### src/hw/rtl/assert_macros.svh
// Assertion macros shared by the RTL that checks itself.
// No dependencies; expects clk and rst_n in the including scope.
`ifndef ASSERT_MACROS_SVH
`define ASSERT_MACROS_SVH

// Check on every clock edge outside reset.
`define BSB_ASSERT(lbl, prop, msg) \
  lbl: assert property (@(posedge clk) disable iff (!rst_n) prop) else $error(msg);

// Check on every clock edge, reset included.
`define BSB_ASSERT_ALWAYS(lbl, prop, msg) \
  lbl: assert property (@(posedge clk) prop) else $error(msg);

`endif

### src/hw/rtl/bsb_pkg.sv
// Package for the bounded stack bank: sizes, codes and the decision struct.
// No dependencies.
`default_nettype none

package bsb_pkg;

  localparam int NUM_STACKS = 16;
  localparam int MAX_DEPTH  = 16;
  localparam int DATA_WIDTH = 16;

  localparam int FUNC_W = 2;
  localparam int VAL_W  = 16;
  localparam int IDX_W  = 4;
  localparam int CAP_W  = 5;

  localparam int SIDX_W  = (NUM_STACKS > 1) ? $clog2(NUM_STACKS) : 1;
  localparam int DIDX_W  = (MAX_DEPTH > 1) ? $clog2(MAX_DEPTH) : 1;
  localparam int FILL_W  = $clog2(MAX_DEPTH + 1);
  localparam int ADDR_W  = SIDX_W + DIDX_W;
  localparam int RAM_DEPTH = NUM_STACKS * (1 << DIDX_W);

  localparam logic [CAP_W-1:0] CAP_RESET = CAP_W'(16);

  typedef enum logic [FUNC_W-1:0] {
    FUNC_PUSH   = 2'd0,
    FUNC_POP    = 2'd1,
    FUNC_POP_AT = 2'd2
  } func_t;

  typedef enum logic [1:0] {
    ST_OK    = 2'd0,
    ST_EMPTY = 2'd1,
    ST_FULL  = 2'd2
  } status_t;

  typedef struct packed {
    logic              hit;
    logic              is_pop;
    logic [ADDR_W-1:0] addr;
    status_t           status;
  } bsb_dec_t;

endpackage

`default_nettype wire

### src/hw/rtl/bsb_ram.sv
// Generic single-port-write, single-port-read RAM with registered read.
// No dependencies.
`default_nettype none

module bsb_ram #(
  parameter int WIDTH = 16,
  parameter int DEPTH = 256
) (
  input  wire logic                          clk,
  input  wire logic                          we,
  input  wire logic [$clog2(DEPTH)-1:0]      waddr,
  input  wire logic [WIDTH-1:0]              wdata,
  input  wire logic                          re,
  input  wire logic [$clog2(DEPTH)-1:0]      raddr,
  output logic      [WIDTH-1:0]              rdata
);

  logic [WIDTH-1:0] mem [DEPTH];

  always_ff @(posedge clk) begin
    if (we) begin
      mem[waddr] <= wdata;
    end
    if (re) begin
      rdata <= mem[raddr];
    end
  end

endmodule

`default_nettype wire

### src/hw/rtl/bsb_ctrl.sv
// Fill-count file and stack selection for the bounded stack bank.
// Depends on bsb_pkg.
`default_nettype none

module bsb_ctrl
  import bsb_pkg::*;
(
  input  wire logic              clk,
  input  wire logic              rst_n,
  input  wire logic              accept,
  input  wire logic [FUNC_W-1:0] func,
  input  wire logic [IDX_W-1:0]  stack_index,
  input  wire logic [FILL_W-1:0] cap_eff,
  output bsb_dec_t               dec
);

  logic [FILL_W-1:0] fill_r [NUM_STACKS];

  logic              push_found;
  logic [SIDX_W-1:0] push_sel;
  logic              pop_found;
  logic [SIDX_W-1:0] pop_sel;
  logic [SIDX_W-1:0] sel;
  logic [FILL_W-1:0] sel_fill;
  logic [FILL_W-1:0] sel_fill_nxt;

  // Lowest stack with room, highest stack with a value.
  always_comb begin
    push_found = 1'b0;
    push_sel   = '0;
    pop_found  = 1'b0;
    pop_sel    = '0;
    for (int s = NUM_STACKS - 1; s >= 0; s--) begin
      if (fill_r[s] < cap_eff) begin
        push_found = 1'b1;
        push_sel   = SIDX_W'(s);
      end
    end
    for (int s = 0; s < NUM_STACKS; s++) begin
      if (fill_r[s] != '0) begin
        pop_found = 1'b1;
        pop_sel   = SIDX_W'(s);
      end
    end
  end

  always_comb begin
    dec.hit    = 1'b0;
    dec.is_pop = 1'b0;
    dec.status = ST_OK;
    sel        = '0;
    unique case (func_t'(func))
      FUNC_PUSH: begin
        sel        = push_sel;
        dec.hit    = push_found;
        dec.status = push_found ? ST_OK : ST_FULL;
      end
      FUNC_POP: begin
        sel        = pop_sel;
        dec.is_pop = 1'b1;
        dec.hit    = pop_found;
        dec.status = pop_found ? ST_OK : ST_EMPTY;
      end
      FUNC_POP_AT: begin
        sel        = SIDX_W'(stack_index);
        dec.is_pop = 1'b1;
        dec.hit    = (32'(stack_index) < NUM_STACKS) && (fill_r[sel] != '0);
        dec.status = dec.hit ? ST_OK : ST_EMPTY;
      end
      default: begin
        sel = '0;
      end
    endcase
    sel_fill     = fill_r[sel];
    sel_fill_nxt = dec.is_pop ? sel_fill - FILL_W'(1) : sel_fill + FILL_W'(1);
    // Push writes at the old fill, pop reads one below it.
    dec.addr     = dec.is_pop ? {sel, sel_fill_nxt[DIDX_W-1:0]}
                              : {sel, sel_fill[DIDX_W-1:0]};
  end

  always_ff @(posedge clk) begin
    if (!rst_n) begin
      for (int s = 0; s < NUM_STACKS; s++) begin
        fill_r[s] <= '0;
      end
    end else if (accept && dec.hit) begin
      fill_r[sel] <= sel_fill_nxt;
    end
  end

endmodule

`default_nettype wire

### src/hw/rtl/bounded_stack_bank_unit.sv
// Top level of the bounded stack bank: command port, capacity register,
// plate store RAM and result strobe. Depends on bsb_pkg, bsb_ctrl, bsb_ram.
`default_nettype none

// A bank of NUM_STACKS LIFO stacks sharing one plate store RAM. Issue a
// command with start while busy is low: push puts in_push_value on the
// lowest-numbered stack below capacity, pop takes the top of the
// highest-numbered non-empty stack, pop-at takes the top of stack
// in_stack_index. Every command returns exactly one result beat, shown
// for one cycle with out_valid high on the cycle after acceptance; the
// receiver cannot stall it, so capture it then. The fill counts and stack
// selection resolve in the accept cycle, and the RAM's registered read
// delivers the popped value in the next, during which busy is high.
// Status: 0 ok, 1 nothing to pop, 2 push rejected because all stacks are
// full. Write the capacity through cfg_* only while idle; values above
// MAX_DEPTH act as MAX_DEPTH and zero rejects every push. No clearing
// pass: the block is ready right after reset.
module bounded_stack_bank_unit
  import bsb_pkg::*;
(
  input  wire logic              clk,
  input  wire logic              rst_n,
  // command channel
  input  wire logic              start,
  output logic                   busy,
  input  wire logic [FUNC_W-1:0] in_func,
  input  wire logic [VAL_W-1:0]  in_push_value,
  input  wire logic [IDX_W-1:0]  in_stack_index,
  // result channel
  output logic                   out_valid,
  output logic [VAL_W-1:0]       out_pop_value,
  output logic [1:0]             out_status,
  // capacity register write channel
  input  wire logic              cfg_valid,
  output logic                   cfg_ready,
  input  wire logic [CAP_W-1:0]  cfg_data
);

  logic [CAP_W-1:0]      cap_r;
  logic [FILL_W-1:0]     cap_eff;
  logic                  accept;
  bsb_dec_t              dec;
  logic                  pend_r;
  logic                  pop_hit_r;
  status_t               status_r;
  logic [DATA_WIDTH-1:0] ram_q;

  assign cfg_ready = 1'b1;
  assign busy      = pend_r;
  assign accept    = start && !busy;

  // Saturate capacity to the physical stack depth.
  assign cap_eff = (32'(cap_r) > MAX_DEPTH) ? FILL_W'(MAX_DEPTH) : FILL_W'(cap_r);

  always_ff @(posedge clk) begin
    if (!rst_n) begin
      cap_r <= CAP_RESET;
    end else if (cfg_valid && cfg_ready) begin
      cap_r <= cfg_data;
    end
  end

  bsb_ctrl u_ctrl (
    .clk         (clk),
    .rst_n       (rst_n),
    .accept      (accept),
    .func        (in_func),
    .stack_index (in_stack_index),
    .cap_eff     (cap_eff),
    .dec         (dec)
  );

  // Push writes the store in the accept cycle; pop reads it and the data
  // lands in the result cycle. One command in flight, so no overlap.
  bsb_ram #(
    .WIDTH (DATA_WIDTH),
    .DEPTH (RAM_DEPTH)
  ) u_store (
    .clk   (clk),
    .we    (accept && dec.hit && !dec.is_pop),
    .waddr (dec.addr),
    .wdata (DATA_WIDTH'(in_push_value)),
    .re    (accept && dec.hit && dec.is_pop),
    .raddr (dec.addr),
    .rdata (ram_q)
  );

  // Hold the result control for the strobe cycle.
  always_ff @(posedge clk) begin
    if (!rst_n) begin
      pend_r <= 1'b0;
    end else begin
      pend_r <= accept;
    end
  end

  always_ff @(posedge clk) begin
    if (accept) begin
      pop_hit_r <= dec.hit && dec.is_pop;
      status_r  <= dec.status;
    end
  end

  assign out_valid     = pend_r;
  assign out_pop_value = pop_hit_r ? VAL_W'(ram_q) : '0;
  assign out_status    = status_r;

`include "assert_macros.svh"

  `BSB_ASSERT(a_beat_follows, accept |=> out_valid, "accepted command gave no result beat")
  `BSB_ASSERT(a_single_beat, out_valid |=> !out_valid, "result beat repeated")
  `BSB_ASSERT(a_fail_zero, (out_valid && out_status != ST_OK) |-> (out_pop_value == '0),
              "failed command returned a nonzero value")
  `BSB_ASSERT_ALWAYS(a_reset_quiet, !rst_n |=> !out_valid, "result beat right after reset")

endmodule

`default_nettype wire
### config.mk
export PLATFORM = sky130hd
export DESIGN_NAME = bounded_stack_bank_unit
export DESIGN_NICKNAME = d
export VERILOG_FILES = /design/src/hw/rtl/bsb_pkg.sv /design/src/hw/rtl/bsb_ram.sv /design/src/hw/rtl/bsb_ctrl.sv /design/src/hw/rtl/bounded_stack_bank_unit.sv
export VERILOG_INCLUDE_DIRS = /design/src /design/src/hw/rtl
export SDC_FILE = /design/constraint.sdc
export NUM_CORES = 2
export LEC_CHECK = 0
export BUFFER_PORTS_ARGS = -buffer_cell sky130_fd_sc_hd__buf_2
export CAP_MARGIN = 20
export CORE_MARGIN = 2
export CORE_UTILIZATION = 26
export DETAILED_ROUTE_END_ITERATION = 10
export GPL_ROUTABILITY_DRIVEN = 0
export PLACE_DENSITY = 0.42
export SYNTH_ARGS = -nofsm -noshare
export SYNTH_HDL_FRONTEND = slang
export SYNTH_HIERARCHICAL = 1
export SYNTH_MEMORY_MAX_BITS = 65536
export SYNTH_SLANG_ARGS = --single-unit
export TNS_END_PERCENT = 20
### constraint.sdc
create_clock -name clk -period 9.9 [get_ports clk]
set_input_delay 1.98 -clock clk [delete_from_list [all_inputs] [get_ports clk]]
set_output_delay 1.98 -clock clk [all_outputs]
set_load 0.02 [all_outputs]
# --- Yosys cells after proc, flatten, opt, wreduce, memory -nomap -nowiden ---
# Memory sizes are Yosys's and may differ from the RTL's. A register that Yosys moved wholly into a read port is not among the register bits.
# Cells that the tools add are included.
totals:
  word_cells: 137
  ramBits: 4176
  input_bits: 31
  n_memories: 2
  register_bits: 9
  output_inout_bits: 21
classes:
  addsub: 2
  muxes: 83
  reduce_logical: 27
  eq_ne: 2
  n_lt_le_gt_ge: 17
mem_list:
  columns: ["memory", "depth", "width", "read_ports", "rd_clocked_by_memory_dff", "wr", "line", "source"]
  rows:
  - ["u_store.mem", 256, 16, 1, 1, 1, "bsb_ram.sv:18", "logic [WIDTH-1:0] mem [DEPTH];"]
  - ["u_ctrl.fill_r", 16, 5, 18, 0, 16, "bsb_ctrl.sv:17", "logic [FILL_W-1:0] fill_r [NUM_STACKS];"]
op_table:
  columns: ["op", "count"]
  rows:
  - ["4-bit two-way mux", 26]
  - ["5-bit nonzero test", 17]
  - ["5-bit < comparator", 16]
  - ["1-bit two-way mux", 43]
  - ["16-bit two-way mux", 1]
  - ["5-bit two-way mux", 3]
  - ["3-bit two-way mux", 4]
  - ["4-bit case mux with 3 select lines", 1]
  - ["2-bit two-way mux", 3]
  - ["2-bit case mux with 3 select lines", 1]
  - ["5-bit by 1-bit adder with 5-bit output (second input constant)", 1]
  - ["5-bit > comparator (second input constant)", 1]
  - ["1-bit logical AND", 5]
  - ["5-bit OR reduction", 1]
  - ["5-bit by 1-bit subtractor with 5-bit output (second input constant)", 1]
  - ["1-bit case mux with 3 select lines", 1]
  - ["2-bit by 1-bit == test with 1-bit output (second input constant)", 1]
  - ["2-bit == test (second input constant)", 1]
  - ["1-bit logical NOT", 2]
  - ["2-bit logical NOT", 1]
  - ["2-bit OR reduction", 1]

# --- Logic depth before layout (Yosys ltp) ---
depth:
  word_depth: 26
  depth_mapped: 31
  depth_no_buf: 25

# --- Modules after synthesis ---
# The synthesis kept the hierarchy.
by_module_without_submodules:
  columns: ["module", "seq_area_each_um2", "cells_per_inst", "area_per_inst_um2", "n_inst"]
  rows:
  - ["bsb_ram", 123478.4, 7360, 158874.9, 1]
  - ["bsb_ctrl", 2402.3, 644, 6313.6, 1]
  - ["bounded_stack_bank_unit", 210.2, 50, 491.7, 1]

# --- Worst setup path after synthesis ---
# Ideal clock, no wire load.
synth_timing:
  path_kind: "input to register"
  startpoint: "input in_func[0]"
  endpoint: "register u_store.rdata[4], read port of u_store.mem, data pin"
  arrival_ns: 7.339
  n_path_buf: 6
  required_time_ns: 9.635
  path_slack_ns: 2.296
  stages: 25
  setup_time_ns: 0.265
  path_cell_list: "inv_1 ha_1 nand3_1 nand2_1 a41o_1 o211a_1 a221o_1 a211o_1 buf_2 nand3_1 o22ai_1 nor4_4 clkbuf_1 inv_1 fa_1 clkbuf_1 o21bai_1 buf_4 buf_2 buf_1 mux4_2 mux4_2 a22o_1 o32ai_2 nor4_2"
synth_between:
  elab_chain_len: 6
  elab_cells_between_ends: 14
  cone_classes: "2 x add/sub; 2 x eq/ne; 5 x mux; 4 x reduce/logical; 1 x memory"
synth_lines:
  columns: ["item", "line", "source"]
  rows:
  - ["from (decl)", "bounded_stack_bank_unit.sv:26", "input wire logic [FUNC_W-1:0] in_func,"]
  - ["2-bit == test, or another cell as far along", "bsb_ctrl.sv:52", "unique case (func_t'(func))"]
  - ["4-bit case mux with 3 select lines", "bsb_ctrl.sv:52", null]
  - ["memory read 16 x 5 bit", null, null]
  - ["5-bit by 1-bit adder with 5-bit output or 5-bit by 1-bit subtractor with 5-bit output (tied branches)", "bsb_ctrl.sv:75", "sel_fill_nxt = dec.is_pop ? sel_fill - FILL_W'(1) : sel_fill + FILL_W'(1);"]
  - ["5-bit two-way mux (*)", "bsb_ctrl.sv:75", null]
  - ["via u_ctrl.sel_fill_nxt[0]", "bsb_ctrl.sv:25", "logic [FILL_W-1:0] sel_fill_nxt;"]
  - ["4-bit two-way mux (*)", "bsb_ctrl.sv:77", "dec.addr = dec.is_pop ? {sel, sel_fill_nxt[DIDX_W-1:0]}"]
  - ["to (decl)", "bsb_ram.sv:15", "output logic [WIDTH-1:0] rdata"]
# Mark *: on every way through the listed nets, which the timed path passes. The rest lies on a longest branch.
# A chain may end at the register's enable or synchronous reset.

==> results.toml <==
[die]
boundaryPins = 52
dieArea_um2 = 644000
initial_utilization_pct = 26.1
row_count = 293
dieWidth_um = 802
die_h_um = 802
core_area_um2 = 636000

[place]
pre_cts_slack_ps = 179
io_buffers = 50
placed_cells = 16700
dp_hpwl_mm = 324

[power_and_ir_drop]
power_density_nw_per_um2 = 239
p_total_mw = 46.5
vdd_drop_max_mv = 0.154
leakage_nw = 61.0

[layout]
multiInputGateArea_um2 = 37300
regArea_um2 = 126000
area_growth_pct = 17.4
fin_util_pct = 30.6
drive_above_1_share_pct = 27.0
fillCellCount = 61300
nets = 8800
layoutNonFillerInstCount = 17500

[logic_synthesis]
synthFlopType = "edfxtp_1"
seq_area_frac_synth_pct = 76.1
yosys.area_share.simple_pct = 2.38
syn_area_um2 = 166000
synthArstFlopShare_pct = 0
synth_fa_ha_area_share_pct = 0.563
syn_inst = 8054
synthTopCellsByArea = "edfxtp_1 (76%), mux4_2 (11%), mux2i_1 (3.5%)"
yosys_warnings = 6
synth_top_area_share_pct = 76.0
synth-compound-area-share_pct = 4.11
yosysTopAreaCell = "edfxtp_1"
synth_nets = 8159
synthMuxAreaShare_pct = 15.1
synth_enable_flop_cells = 4195
synth_xor_area_share_pct = 0.0378
avgSynthCellArea_um2 = 20.6
yosysUniqueCellTypes = 92
ys_ff_latch = 4201
synth_top_family_by_area = "multiplexers"

[sta]
slew_viol_final = 0
hold_viol_final = 0
fin_crit_ps = 9150
tightestPinTransition_ps = 1140
fin_skew_ps = 113
final-setup-viol-count = 0
finalCritPeriodShare_pct = 92.4
rsz0062_at_grt = "false"
fmax_ghz = 0.109
finalWorstSetupSlack_ps = 752
hold_slack_ps = 526
max-slew-margin-rel_pct = 23.8

[critical_path]
cp-end-kind = "register"
crit_arrival_ps = 9850
cp_max_fo = 17
r2r_setup_slack_ps = 750
worst_ep_required_time_ps = 10600
cp-start-kind = "register"
crit_type = "register to register"

[global_routing]
track_usage_pct = 15.8
grt_overflow = 0
antenna_found_initial = 31
grt_first_pass_wirelength_mm = 725
grt_pass1_vias = 86000
grt_start_max_net_pins = 137

[route]
drc = 0
vias_per_cell = 4.87
wl_per_cell_um = 30.1
num_vias = 85300
first_pass_iters = 6
antenna_left = 0
wl_mm = 527
drt_iter0_markers = 9260

[job]
drv_cap = 0

[cts]
cts_buffers = 447
cts_setup_buffers = 0
clk_latency_ps = 1050
cts_tree = "done"
post_cts_resize_count = 0
cts_max_path_buffers = 4
cts.clk_slew.worst_paths_ps = 60
cts_root_buf = "clkbuf_16"
cts.sinks = 4201
cts_hold_buf = 0
cts_htree_levels = 5

[run_status]
outcome = "finished clean"

[worst_hold_path]
worstHoldPathType = "register to register"
layout make-up:
cell class	count	area share, %
Multi-Input combinational cell	3354	19.2
Clock inverter	293	1.49
Tap cell	8407	5.41
Sequential cell	4201	64.8
Timing Repair Buffer	667	3.01
Clock buffer	533	5.97
Inverter	24	0.0553
Antenna cell	26	0.0335
sequential cells by signal (all words and copies together) (netlist names):
register / flops
cap_r: 5
busy: 1
u_store/rdata: 16
pop_hit_r: 1
out_status: 2
u_ctrl/fill_r: 80
u_store/mem: 4096
final timing paths:
| kind | startpoint | endpoint | cells past startpoint |
|---|---|---|---|
| worst max-delay path | cap_r[4] | u_store/rdata[11] | 27 |
| worst min-delay path | cap_r[3] | cap_r[3] | 2 |
| worst max register to register | cap_r[4] | u_store/rdata[11] | 27 |
| worst min register to register | cap_r[3] | cap_r[3] | 2 |
cell usage after synthesis, types with 7 or more instances:
cell type,instances
a211oi_1,28
buf_6,80
clkbuf_1,241
o211ai_1,7
o21ai_0,55
nor2_1,414
a22o_1,32
buf_8,11
nor2b_1,22
a22oi_1,44
nor2_2,10
nand4_1,29
buf_4,30
edfxtp_1,4195
mux4_2,801
a21oi_1,204
o22ai_1,156
a221oi_1,30
mux2_2,94
nand3_1,42
inv_1,22
or4_1,16
buf_2,81
nand2b_1,13
and2_1,24
o221ai_1,252
o32ai_1,21
nor4_1,23
a31oi_1,21
nor3_1,97
a21o_1,15
nand2_1,99
mux2i_1,584
and3_1,15
buf_1,27
o31ai_1,17
ha_1,73
routing by layer:
| layer | global-route usage (%) | vias to the layer above | part of all wire [%] |
|---|---|---|---|
| met5 | 0 | - | 0.0051 |
| met3 | 2.42 | 567 | 5.8 |
| met4 | 3.17 | 4 | 2.0 |
| met2 | 26.1 | 2761 | 48 |
| met1 | 22.3 | 46700 | 44 |
| li1 | - | 35300 | - |
cell usage in the layout (no fill, tap or decap), types with 94 or more instances in the layout:
cell type	n
o22ai_1	156
mux2_2	94
mux2i_1	584
nor2_2	174
nand2_1	98
mux4_2	801
nor2_1	248
a21oi_1	204
buf_4	549
clkinv_1	98
clkbuf_16	452
edfxtp_1	4195
clkinv_2	98
o221ai_1	252
through the flow:
step / TNS, ps / area [um2]
2_1_floorplan: 0 / 166000
3_3_place_gp: -820 / 180000
3_5_place_dp: 0 / 180000
4_1_cts: 0 / 194000
5_1_grt: 0 / 194000
6_report: 0 / 194000
worst max-delay path, stage by stage, from the launching register on:
cell      delay [ps]
dfxtp_1          410
nor2b_1           70
inv_1            490
buf_4            300
ha_1             190
o211ai_1         100
o21ai_1          140
a21oi_1          160
or2_2            300
o311ai_0         540
a31o_2           630
mux2_2           430
o22ai_1          200
and2_1           180
o22ai_1           70
and4_1           260
inv_1             90
fa_1             470
o21bai_4         420
buf_12           280
buf_12           210
buf_4            270
mux4_2           420
mux4_2           480
a22o_1           320
o32ai_1          880
buf_4            300
nor4_1            60
where the power goes:
part           switching, mW  internal (mW)
combinational           6.14           4.03
sequential            0.0324           19.6
clock                   7.14           9.57
total                   13.3           33.2
kinds of logic after synthesis:
kind of cell             after synthesis
XOR/XNOR                               5
AO/OA/AOI/OAI                        948
other                                  1
multiplexers                        1479
adder cells (fa/ha/maj)               74
buffers and inverters                499
AND/OR/NAND/NOR                      847
flip-flops                          4201
Power figures use the tool's default switching activity.
